===== src/design/stk_pkg.sv =====
// Shared types, character constants and byte classifiers for the source tokenizer
`timescale 1ns / 1ps

package stk_pkg;

   // token kinds as they appear on the result channel
   typedef enum logic [3:0] {
      KIND_ID        = 4'd0,
      KIND_INT       = 4'd1,
      KIND_EQUALS    = 4'd2,
      KIND_ARROW     = 4'd3,
      KIND_LPAREN    = 4'd4,
      KIND_RPAREN    = 4'd5,
      KIND_LBRACE    = 4'd6,
      KIND_RBRACE    = 4'd7,
      KIND_COLON     = 4'd8,
      KIND_COMMA     = 4'd9,
      KIND_LT        = 4'd10,
      KIND_GT        = 4'd11,
      KIND_SEMICOLON = 4'd12,
      KIND_END       = 4'd13,
      KIND_ERROR     = 4'd14
   } kind_type;

   // scanner modes, one-hot
   typedef enum logic [4:0] {
      MODE_IDLE = 5'b00001,
      MODE_ID   = 5'b00010,
      MODE_INT  = 5'b00100,
      MODE_EQ   = 5'b01000,
      MODE_HALT = 5'b10000
   } mode_type;

   // character codes
   localparam logic [7:0] CH_NUL    = 8'd0;
   localparam logic [7:0] CH_TAB    = 8'd9;
   localparam logic [7:0] CH_LF     = 8'd10;
   localparam logic [7:0] CH_CR     = 8'd13;
   localparam logic [7:0] CH_SPACE  = 8'd32;
   localparam logic [7:0] CH_LPAREN = 8'd40;
   localparam logic [7:0] CH_RPAREN = 8'd41;
   localparam logic [7:0] CH_COMMA  = 8'd44;
   localparam logic [7:0] CH_ZERO   = 8'd48;
   localparam logic [7:0] CH_NINE   = 8'd57;
   localparam logic [7:0] CH_COLON  = 8'd58;
   localparam logic [7:0] CH_SEMI   = 8'd59;
   localparam logic [7:0] CH_LT     = 8'd60;
   localparam logic [7:0] CH_EQUALS = 8'd61;
   localparam logic [7:0] CH_GT     = 8'd62;
   localparam logic [7:0] CH_UPPER_A = 8'd65;
   localparam logic [7:0] CH_UPPER_Z = 8'd90;
   localparam logic [7:0] CH_LOWER_A = 8'd97;
   localparam logic [7:0] CH_LOWER_Z = 8'd122;
   localparam logic [7:0] CH_LBRACE = 8'd123;
   localparam logic [7:0] CH_RBRACE = 8'd125;

   localparam logic [7:0] LENGTH_MAX = 8'hFF;

   // result queue geometry
   localparam int QUEUE_DEPTH = 4;
   localparam int QPTR_BITS   = 2;
   localparam int QCNT_BITS   = 3;

   // one result beat
   typedef struct packed {
      kind_type    token_kind;
      logic [15:0] token_start;
      logic [7:0]  token_length;
      logic [7:0]  token_char;
      logic        last;
   } token_type;

   // tokens produced by one accepted byte, in order
   typedef struct packed {
      logic [1:0] count;
      token_type  first;
      token_type  second;
   } push_type;

   typedef struct packed {
      logic     hit;
      kind_type kind;
   } punct_type;

   function automatic logic is_letter(input logic [7:0] c);
      return (c >= CH_UPPER_A && c <= CH_UPPER_Z) || (c >= CH_LOWER_A && c <= CH_LOWER_Z);
   endfunction

   function automatic logic is_digit(input logic [7:0] c);
      return c >= CH_ZERO && c <= CH_NINE;
   endfunction

   function automatic logic is_space(input logic [7:0] c);
      return c == CH_CR || c == CH_LF || c == CH_SPACE || c == CH_TAB;
   endfunction

   function automatic punct_type punct_lookup(input logic [7:0] c);
      punct_type p;
      p.hit = 1'b1;
      case (c)
         CH_LPAREN: p.kind = KIND_LPAREN;
         CH_RPAREN: p.kind = KIND_RPAREN;
         CH_LBRACE: p.kind = KIND_LBRACE;
         CH_RBRACE: p.kind = KIND_RBRACE;
         CH_COLON:  p.kind = KIND_COLON;
         CH_COMMA:  p.kind = KIND_COMMA;
         CH_LT:     p.kind = KIND_LT;
         CH_GT:     p.kind = KIND_GT;
         CH_SEMI:   p.kind = KIND_SEMICOLON;
         default: begin
            p.hit  = 1'b0;
            p.kind = KIND_ERROR;
         end
      endcase
      return p;
   endfunction

endpackage


===== src/design/stk_if.sv =====
// Valid/ready channel interfaces for source bytes and tokens
`timescale 1ns / 1ps

interface stk_req_if;
   logic       valid;
   logic       ready;
   logic [7:0] char_code;

   modport source (output valid, output char_code, input ready);
   modport sink   (input valid, input char_code, output ready);
endinterface

interface stk_rsp_if;
   logic        valid;
   logic        ready;
   logic [3:0]  token_kind;
   logic [15:0] token_start;
   logic [7:0]  token_length;
   logic [7:0]  token_char;
   logic        last;

   modport source (output valid, output token_kind, output token_start,
                   output token_length, output token_char, output last, input ready);
   modport sink   (input valid, input token_kind, input token_start,
                   input token_length, input token_char, input last, output ready);
endinterface


===== src/design/source_tokenizer.sv =====
// Top level of the streaming source tokenizer
`timescale 1ns / 1ps

// Source tokenizer: takes one source byte per beat on req_chan and sends tokens
// (kind, start, length, byte, last) on rsp_chan. Each accepted byte is classified
// and the scan state updated in the same cycle, and its tokens are written into a
// four-entry result queue that sends one token per cycle while rsp_chan is ready.
// A byte is taken every cycle while the queue has at least two free entries, so
// the input runs at one byte per cycle as long as the output keeps up; a byte that
// both closes a run and gives a token of its own yields two tokens, and the
// one-token-per-cycle drain of the queue then sets the pace. After an error token
// the block takes bytes but gives no results until reset.
module source_tokenizer #(
   parameter int POSITION_BITS = 16
) (
   input  logic      clock,
   input  logic      reset,
   stk_req_if.sink   req_chan,
   stk_rsp_if.source rsp_chan
);
   import stk_pkg::*;

   mode_type                 mode_ff, mode_in;
   logic [POSITION_BITS-1:0] pos_ff, pos_in;
   logic [15:0]              run_start_ff, run_start_in;
   logic [7:0]               run_len_ff, run_len_in;

   logic                     accept;
   logic                     room_ok;
   logic [7:0]               c;
   logic [15:0]              pos_low;
   logic [POSITION_BITS-1:0] pos_inc;
   punct_type                punct;
   logic                     cont;
   logic                     do_fresh;
   logic                     flush_v, fresh_v;
   token_type                flush_tok, fresh_tok;
   push_type                 push;

   assign c        = req_chan.char_code;
   assign accept   = req_chan.valid && req_chan.ready;
   assign req_chan.ready = room_ok;
   assign pos_low  = 16'(pos_ff);
   assign pos_inc  = pos_ff + POSITION_BITS'(1);
   assign punct    = punct_lookup(c);

   // scan step for one accepted byte
   always_comb begin
      mode_in      = mode_ff;
      pos_in       = pos_ff;
      run_start_in = run_start_ff;
      run_len_in   = run_len_ff;
      flush_v      = 1'b0;
      fresh_v      = 1'b0;
      flush_tok    = '0;
      fresh_tok    = '0;
      do_fresh     = 1'b0;
      cont         = (mode_ff == MODE_ID) ? is_letter(c) : is_digit(c);

      // close or extend whatever is open
      if (accept) begin
         case (mode_ff)
            MODE_ID, MODE_INT: begin
               if (cont) begin
                  if (run_len_ff != LENGTH_MAX) begin
                     run_len_in = run_len_ff + 8'd1;
                  end
                  pos_in = pos_inc;
               end else begin
                  flush_v                = 1'b1;
                  flush_tok.token_kind   = (mode_ff == MODE_ID) ? KIND_ID : KIND_INT;
                  flush_tok.token_start  = run_start_ff;
                  flush_tok.token_length = run_len_ff;
                  do_fresh               = 1'b1;
               end
            end
            MODE_EQ: begin
               flush_v               = 1'b1;
               flush_tok.token_start = run_start_ff;
               if (c == CH_GT) begin
                  flush_tok.token_kind   = KIND_ARROW;
                  flush_tok.token_length = 8'd2;
                  mode_in                = MODE_IDLE;
                  pos_in                 = pos_inc;
               end else begin
                  flush_tok.token_kind   = KIND_EQUALS;
                  flush_tok.token_length = 8'd1;
                  flush_tok.token_char   = CH_EQUALS;
                  do_fresh               = 1'b1;
               end
            end
            MODE_IDLE: do_fresh = 1'b1;
            default: ;
         endcase
      end

      // the byte on its own
      if (do_fresh) begin
         mode_in               = MODE_IDLE;
         pos_in                = pos_inc;
         fresh_tok.token_start = pos_low;
         if (c == CH_NUL) begin
            fresh_v              = 1'b1;
            fresh_tok.token_kind = KIND_END;
            pos_in               = '0;
         end else if (is_space(c)) begin
            fresh_v = 1'b0;
         end else if (is_letter(c) || is_digit(c) || c == CH_EQUALS) begin
            mode_in      = (c == CH_EQUALS) ? MODE_EQ : (is_letter(c) ? MODE_ID : MODE_INT);
            run_start_in = pos_low;
            run_len_in   = 8'd1;
         end else begin
            fresh_v                = 1'b1;
            fresh_tok.token_kind   = punct.hit ? punct.kind : KIND_ERROR;
            fresh_tok.token_length = 8'd1;
            fresh_tok.token_char   = c;
            if (!punct.hit) begin
               mode_in = MODE_HALT;
            end
         end
      end
   end

   // pack tokens in order and mark the final one
   always_comb begin
      push = '0;
      if (flush_v) begin
         push.first  = flush_tok;
         push.second = fresh_tok;
         push.count  = fresh_v ? 2'd2 : 2'd1;
         push.first.last  = !fresh_v;
         push.second.last = 1'b1;
      end else if (fresh_v) begin
         push.first      = fresh_tok;
         push.first.last = 1'b1;
         push.count      = 2'd1;
      end
   end

   // scan state
   always_ff @(posedge clock) begin
      if (reset) begin
         mode_ff      <= MODE_IDLE;
         pos_ff       <= '0;
         run_start_ff <= '0;
         run_len_ff   <= '0;
      end else begin
         mode_ff      <= mode_in;
         pos_ff       <= pos_in;
         run_start_ff <= run_start_in;
         run_len_ff   <= run_len_in;
      end
   end

   stk_queue u_queue (
      .clock    (clock),
      .reset    (reset),
      .push     (push),
      .room_ok  (room_ok),
      .rsp_chan (rsp_chan)
   );

   // halted scanner never produces tokens
   a_halt_quiet: assert property (@(posedge clock) disable iff (reset)
      mode_ff == MODE_HALT |-> push.count == 2'd0)
      else $error("tokens produced while halted");

   // halt holds until reset
   a_halt_sticky: assert property (@(posedge clock) disable iff (reset)
      mode_ff == MODE_HALT |=> mode_ff == MODE_HALT)
      else $error("left halt without reset");

   // end of source restarts the position count
   a_end_restart: assert property (@(posedge clock) disable iff (reset)
      (accept && c == CH_NUL && mode_ff != MODE_HALT) |=> pos_ff == '0)
      else $error("position not restarted after end of source");

   // an open run or pending equals always has a nonzero length
   a_run_len: assert property (@(posedge clock) disable iff (reset)
      (mode_ff == MODE_ID || mode_ff == MODE_INT || mode_ff == MODE_EQ) |-> run_len_ff != 8'd0)
      else $error("open run with zero length");

endmodule


===== src/design/stk_queue.sv =====
// Four-entry token queue: takes up to two tokens per cycle, sends one per beat
`timescale 1ns / 1ps

module stk_queue (
   input  logic              clock,
   input  logic              reset,
   input  stk_pkg::push_type push,
   output logic              room_ok,
   stk_rsp_if.source         rsp_chan
);
   import stk_pkg::*;

   token_type              entry_ff [QUEUE_DEPTH];
   logic [QPTR_BITS-1:0]   head_ff, head_in;
   logic [QPTR_BITS-1:0]   tail_ff, tail_in;
   logic [QCNT_BITS-1:0]   count_ff, count_in;
   logic [QPTR_BITS-1:0]   tail_next;
   logic                   pop;
   token_type              head_entry;

   // drain side
   assign pop        = (count_ff != '0) && rsp_chan.ready;
   assign head_entry = entry_ff[head_ff];
   assign tail_next  = tail_ff + QPTR_BITS'(1);

   // room for the worst case of two tokens from the next byte
   assign room_ok = count_ff <= QCNT_BITS'(QUEUE_DEPTH - 2);

   // pointer and fill updates
   assign head_in  = head_ff + QPTR_BITS'(pop);
   assign tail_in  = tail_ff + QPTR_BITS'(push.count);
   assign count_in = count_ff + QCNT_BITS'(push.count) - QCNT_BITS'(pop);

   always_ff @(posedge clock) begin
      if (reset) begin
         head_ff  <= '0;
         tail_ff  <= '0;
         count_ff <= '0;
      end else begin
         head_ff  <= head_in;
         tail_ff  <= tail_in;
         count_ff <= count_in;
      end
   end

   // entry storage
   always_ff @(posedge clock) begin
      if (push.count != 2'd0) begin
         entry_ff[tail_ff] <= push.first;
      end
      if (push.count == 2'd2) begin
         entry_ff[tail_next] <= push.second;
      end
   end

   // result channel
   assign rsp_chan.valid        = count_ff != '0;
   assign rsp_chan.token_kind   = head_entry.token_kind;
   assign rsp_chan.token_start  = head_entry.token_start;
   assign rsp_chan.token_length = head_entry.token_length;
   assign rsp_chan.token_char   = head_entry.token_char;
   assign rsp_chan.last         = head_entry.last;

endmodule


===== src/flat_wrapper.sv =====
// flat-port wrapper written by rule: the top's interface ports become plain ports
module source_tokenizer_flat import stk_pkg::*;
#(
   parameter int POSITION_BITS = 16
)
  (clock, reset, req_chan_valid, req_chan_char_code, req_chan_ready, rsp_chan_valid, rsp_chan_token_kind, rsp_chan_token_start, rsp_chan_token_length, rsp_chan_token_char, rsp_chan_last, rsp_chan_ready);
  stk_req_if req_chan_i ();
  stk_rsp_if rsp_chan_i ();
  input  logic clock;
  input  logic reset;
  input wire logic [$bits(req_chan_i.valid)-1:0] req_chan_valid;
  input wire logic [$bits(req_chan_i.char_code)-1:0] req_chan_char_code;
  output wire logic [$bits(req_chan_i.ready)-1:0] req_chan_ready;
  output wire logic [$bits(rsp_chan_i.valid)-1:0] rsp_chan_valid;
  output wire logic [$bits(rsp_chan_i.token_kind)-1:0] rsp_chan_token_kind;
  output wire logic [$bits(rsp_chan_i.token_start)-1:0] rsp_chan_token_start;
  output wire logic [$bits(rsp_chan_i.token_length)-1:0] rsp_chan_token_length;
  output wire logic [$bits(rsp_chan_i.token_char)-1:0] rsp_chan_token_char;
  output wire logic [$bits(rsp_chan_i.last)-1:0] rsp_chan_last;
  input wire logic [$bits(rsp_chan_i.ready)-1:0] rsp_chan_ready;
  assign req_chan_i.valid = req_chan_valid;
  assign req_chan_i.char_code = req_chan_char_code;
  assign req_chan_ready = req_chan_i.ready;
  assign rsp_chan_valid = rsp_chan_i.valid;
  assign rsp_chan_token_kind = rsp_chan_i.token_kind;
  assign rsp_chan_token_start = rsp_chan_i.token_start;
  assign rsp_chan_token_length = rsp_chan_i.token_length;
  assign rsp_chan_token_char = rsp_chan_i.token_char;
  assign rsp_chan_last = rsp_chan_i.last;
  assign rsp_chan_i.ready = rsp_chan_ready;
  source_tokenizer #(.POSITION_BITS(POSITION_BITS)) u_core (.clock(clock), .reset(reset), .req_chan(req_chan_i), .rsp_chan(rsp_chan_i));
endmodule

===== config.mk =====
export PLATFORM = sky130hd
export DESIGN_NAME = source_tokenizer_flat
export DESIGN_NICKNAME = d
export VERILOG_FILES = /design/src/design/stk_pkg.sv /design/src/design/stk_if.sv /design/src/design/source_tokenizer.sv /design/src/design/stk_queue.sv /design/src/flat_wrapper.sv
export SDC_FILE = /design/constraint.sdc
export NUM_CORES = 1
export LEC_CHECK = 0
export ABC_AREA = 1
export BUFFER_PORTS_ARGS = -buffer_cell sky130_fd_sc_hd__buf_2
export CAP_MARGIN = 20
export CORE_MARGIN = 2
export CORE_UTILIZATION = 55
export DETAILED_ROUTE_END_ITERATION = 8
export GPL_TIMING_DRIVEN = 0
export PLACE_DENSITY_LB_ADDON = 0.05
export SKIP_CTS_REPAIR_TIMING = 1
export SLEW_MARGIN = 40
export SYNTH_ARGS = -nofsm -noshare
export SYNTH_HDL_FRONTEND = slang
export SYNTH_SLANG_ARGS = --single-unit

===== constraint.sdc =====
create_clock -name clock -period 5 [get_ports clock]
set_input_delay 0.5 -clock clock [delete_from_list [all_inputs] [get_ports clock]]
set_output_delay 0.5 -clock clock [all_outputs]
set_load 0.1 [all_outputs]

==> reports/metrics.cfg <==
[critical_path]
critPathKind = input port to flop
arrival_ps = 4190
required_ps = 5150
cp_top_family = buffers and inverters
critical_path.slowest_cell = clkinv_1
path_buf_inv = 8
worstPathCellList = buf_2 -> inv_2 -> nand2_4 -> nor2_4 -> nor2_1 -> a21oi_4 -> nand3_2 -> nand2_1 -> nand2_2 -> nand2_4 -> inv_2 -> buf_6 -> ha_1 -> nor2_1 -> clkinv_1 -> o21ai_4 -> buf_8 -> buf_6 -> buf_8
cp_max_fo = 12
slowest_delay_ps = 560
start_kind = input port
endpoint_kind = flop

[timing]
finClkSkew_ps = 13.4
fmax_ghz = 0.248
fin_crit_ps = 4040
worst_pin_slew_ps = 838
fin_tns_setup_ps = 0
finalHoldViolations = 0
slew_violations = 0
slew_headroom_pct = 43.9
period_share_pct = 80.8
rsz0062_at_grt = no
setup_viol = 0

[placement]
gp_congestion = 0.919
placement.io_buffers = 50
dp_cells = 1643
dp_hpwl_um = 21800
dpl_cell_area_sq_um = 11300

[global_route]
antenna_found_initial = 0
track_usage_pct = 30.4
grt_pass1_wl_um = 46800
grt_max_degree = 31
grt-ovfl-total = 0
grt_pass1_vias = 8599

[synthesis]
synth_nets = 1373
synthCells = 1351
avgSynthCellArea_sq_um = 7.82
ys_seq_elements = 200
syn_area_sq_um = 10600
ys_warn_count = 0
seq_area_frac_synth_pct = 49.3
yosysUniqueCellTypes = 42

[clock_tree]
clkTransAtPathRegs_ps = 80
clk_path_buf_depth = 2
cts-root-buf = clkbuf_16
clock_latency_ps = 450
tritoncts = yes
cts_buffers = 17
h-tree-depth = 4
cts_sinks = 200

[layout]
drive_above_1_share_pct = 11.7
fillers = 1669
layout_common_cells = 437 x nand2_1, 140 x nor2_1, 120 x edfxtp_1, 115 x inv_1, 112 x o21ai_0
layout.nets = 1450
multi_input_area_sq_um = 4620
final_area_sq_um = 11900
seq_area_sq_um = 5200
instances_no_fill = 1675
syn2layout_area_growth_pct = 12.7
utilization_pct = 63.4
diodes = 0
final_common_cell = nand2_1

[drt]
vias_per_cell = 5.61
num_vias = 9395
met3RoutedLength_um = 2700
drcViolationCount = 0
highest_layer = met4
wl_met1_um = 13300
drt_first_iter_violations = 880
wl_per_cell_um = 17.7
finalWirelength_um = 29700
firstDrtPassIters = 5
ant_nets = 0
dr_wl_met2_um = 13100

[hold_path]
min_path_type = input port to flop

[die]
start_util_pct = 56.3
die_area_sq_um = 20300
std_cell_rows = 50
die_x_um = 143
chipHeight_um = 143
core_area_sq_um = 18800
boundaryPins = 51

[flow_run]
timing.max_cap.violations = 0

[power]
power_density_nw_per_um2 = 511
vdd_drop_max_v = 0.000292
p_total_mw = 6.09
cellLeakagePower_nw = 4.91

[outcome]
status = completed

power by group:
group	internal [mW]	switching, mW	total [mW]	leakage (nW)
Combinational	0.442	2.23	2.68	2.96
Clock	0.769	0.692	1.46	0.304
Sequential	1.88	0.0667	1.95	1.65
synthesized netlist by cell type, drive strengths merged:
| cell type | n | share of area, % |
|---|---|---|
| dfxtp | 80 | 15 |
| fa | 1 | 0.19 |
| nor3b | 1 | 0.071 |
| inv | 125 | 4.5 |
| nor4 | 1 | 0.059 |
| a31oi | 1 | 0.059 |
| a21boi | 1 | 0.071 |
| clkbuf | 39 | 1.4 |
| nor2 | 148 | 5.7 |
| a21oi | 53 | 2.6 |
| nand2 | 455 | 17 |
| o31ai | 1 | 0.071 |
| nor3 | 26 | 2.4 |
| edfxtp | 120 | 34 |
| xnor2 | 2 | 0.17 |
| nand3 | 68 | 3.5 |
| clkinv | 8 | 0.28 |
| a22oi | 1 | 0.12 |
| nand3b | 3 | 0.21 |
| o21ai | 126 | 6.1 |
| xor2 | 12 | 0.99 |
| o22ai | 44 | 2.6 |
| nand4 | 13 | 0.77 |
| ha | 9 | 1.1 |
| buf | 13 | 1.2 |
worst paths after layout:
path	start	slack [ps]	endpoint	cells past startpoint
max reg2reg	u_core.mode_ff[2]	1010	u_core.u_queue.entry_ff[1][31]	16
min reg2reg	u_core.run_start_ff[12]	470	u_core.run_start_ff[12]	2
max	req_chan_char_code[0]	960	u_core.u_queue.entry_ff[1][31]	19
min	reset	450	u_core.run_len_ff[4]	4
layer usage:
layer / global-route usage (%) / vias to the layer above
li1: - / 4601
met1: 43.7 / 4345
met2: 47.3 / 409
met3: 5.48 / 40
met4: 8.91 / 0
met5: 0 / -
worst reg2reg max path: stages (launching register included):
cell      delay (ps)
dfxtp_1          340
nor2_1           140
nand4_1          160
o21ai_1          240
nand2_1           80
inv_1             90
nand2_2           80
nand2_4          140
inv_2            100
buf_6            160
ha_1             250
nor2_1           390
clkinv_1         560
o21ai_4          390
buf_8            220
buf_6            180
buf_8            170
cells by family (layout without fill, tap and decap cells):
group | count (synthesis) | after routing | synth area share (%)
AO/OA/AOI/OAI | 227 | 227 | 11.6
buffers and inverters | 185 | 275 | 7.37
AND/OR/NAND/NOR | 715 | 715 | 29.3
adder cells (fa/ha/maj) | 10 | 10 | 1.26
flip-flops | 200 | 200 | 49.3
XOR/XNOR | 14 | 14 | 1.16
sequential cells by signal (all words and copies together) (netlist names):
register and count:
u_core.u_queue.count_ff 3, u_core.run_start_ff 16, u_core.u_queue.entry_ff 148, u_core.u_queue.tail_ff 2, u_core.mode_ff 5, u_core.u_queue.head_ff 2
u_core.pos_ff 16, u_core.run_len_ff 8
cell type report:
class,count,share of cell area (%)
timing repair buffer,58,3.16
clock inverter,15,1.72
tap,234,2.46
multi-input combinational,966,38.8
sequential,200,43.7
clock buffer,17,3.57
inverter,133,4.21
buffer,52,2.32
through the flow:
step / worst slack [ps] / hold slack [ps]
floorplan: 464 / 443
global placement: -1100 / 450
detailed placement: 594 / 455
CTS: 1030 / 435
global route: 761 / 472
finish: 962 / 447
Note: power is estimated with default switching activity, not from simulation.
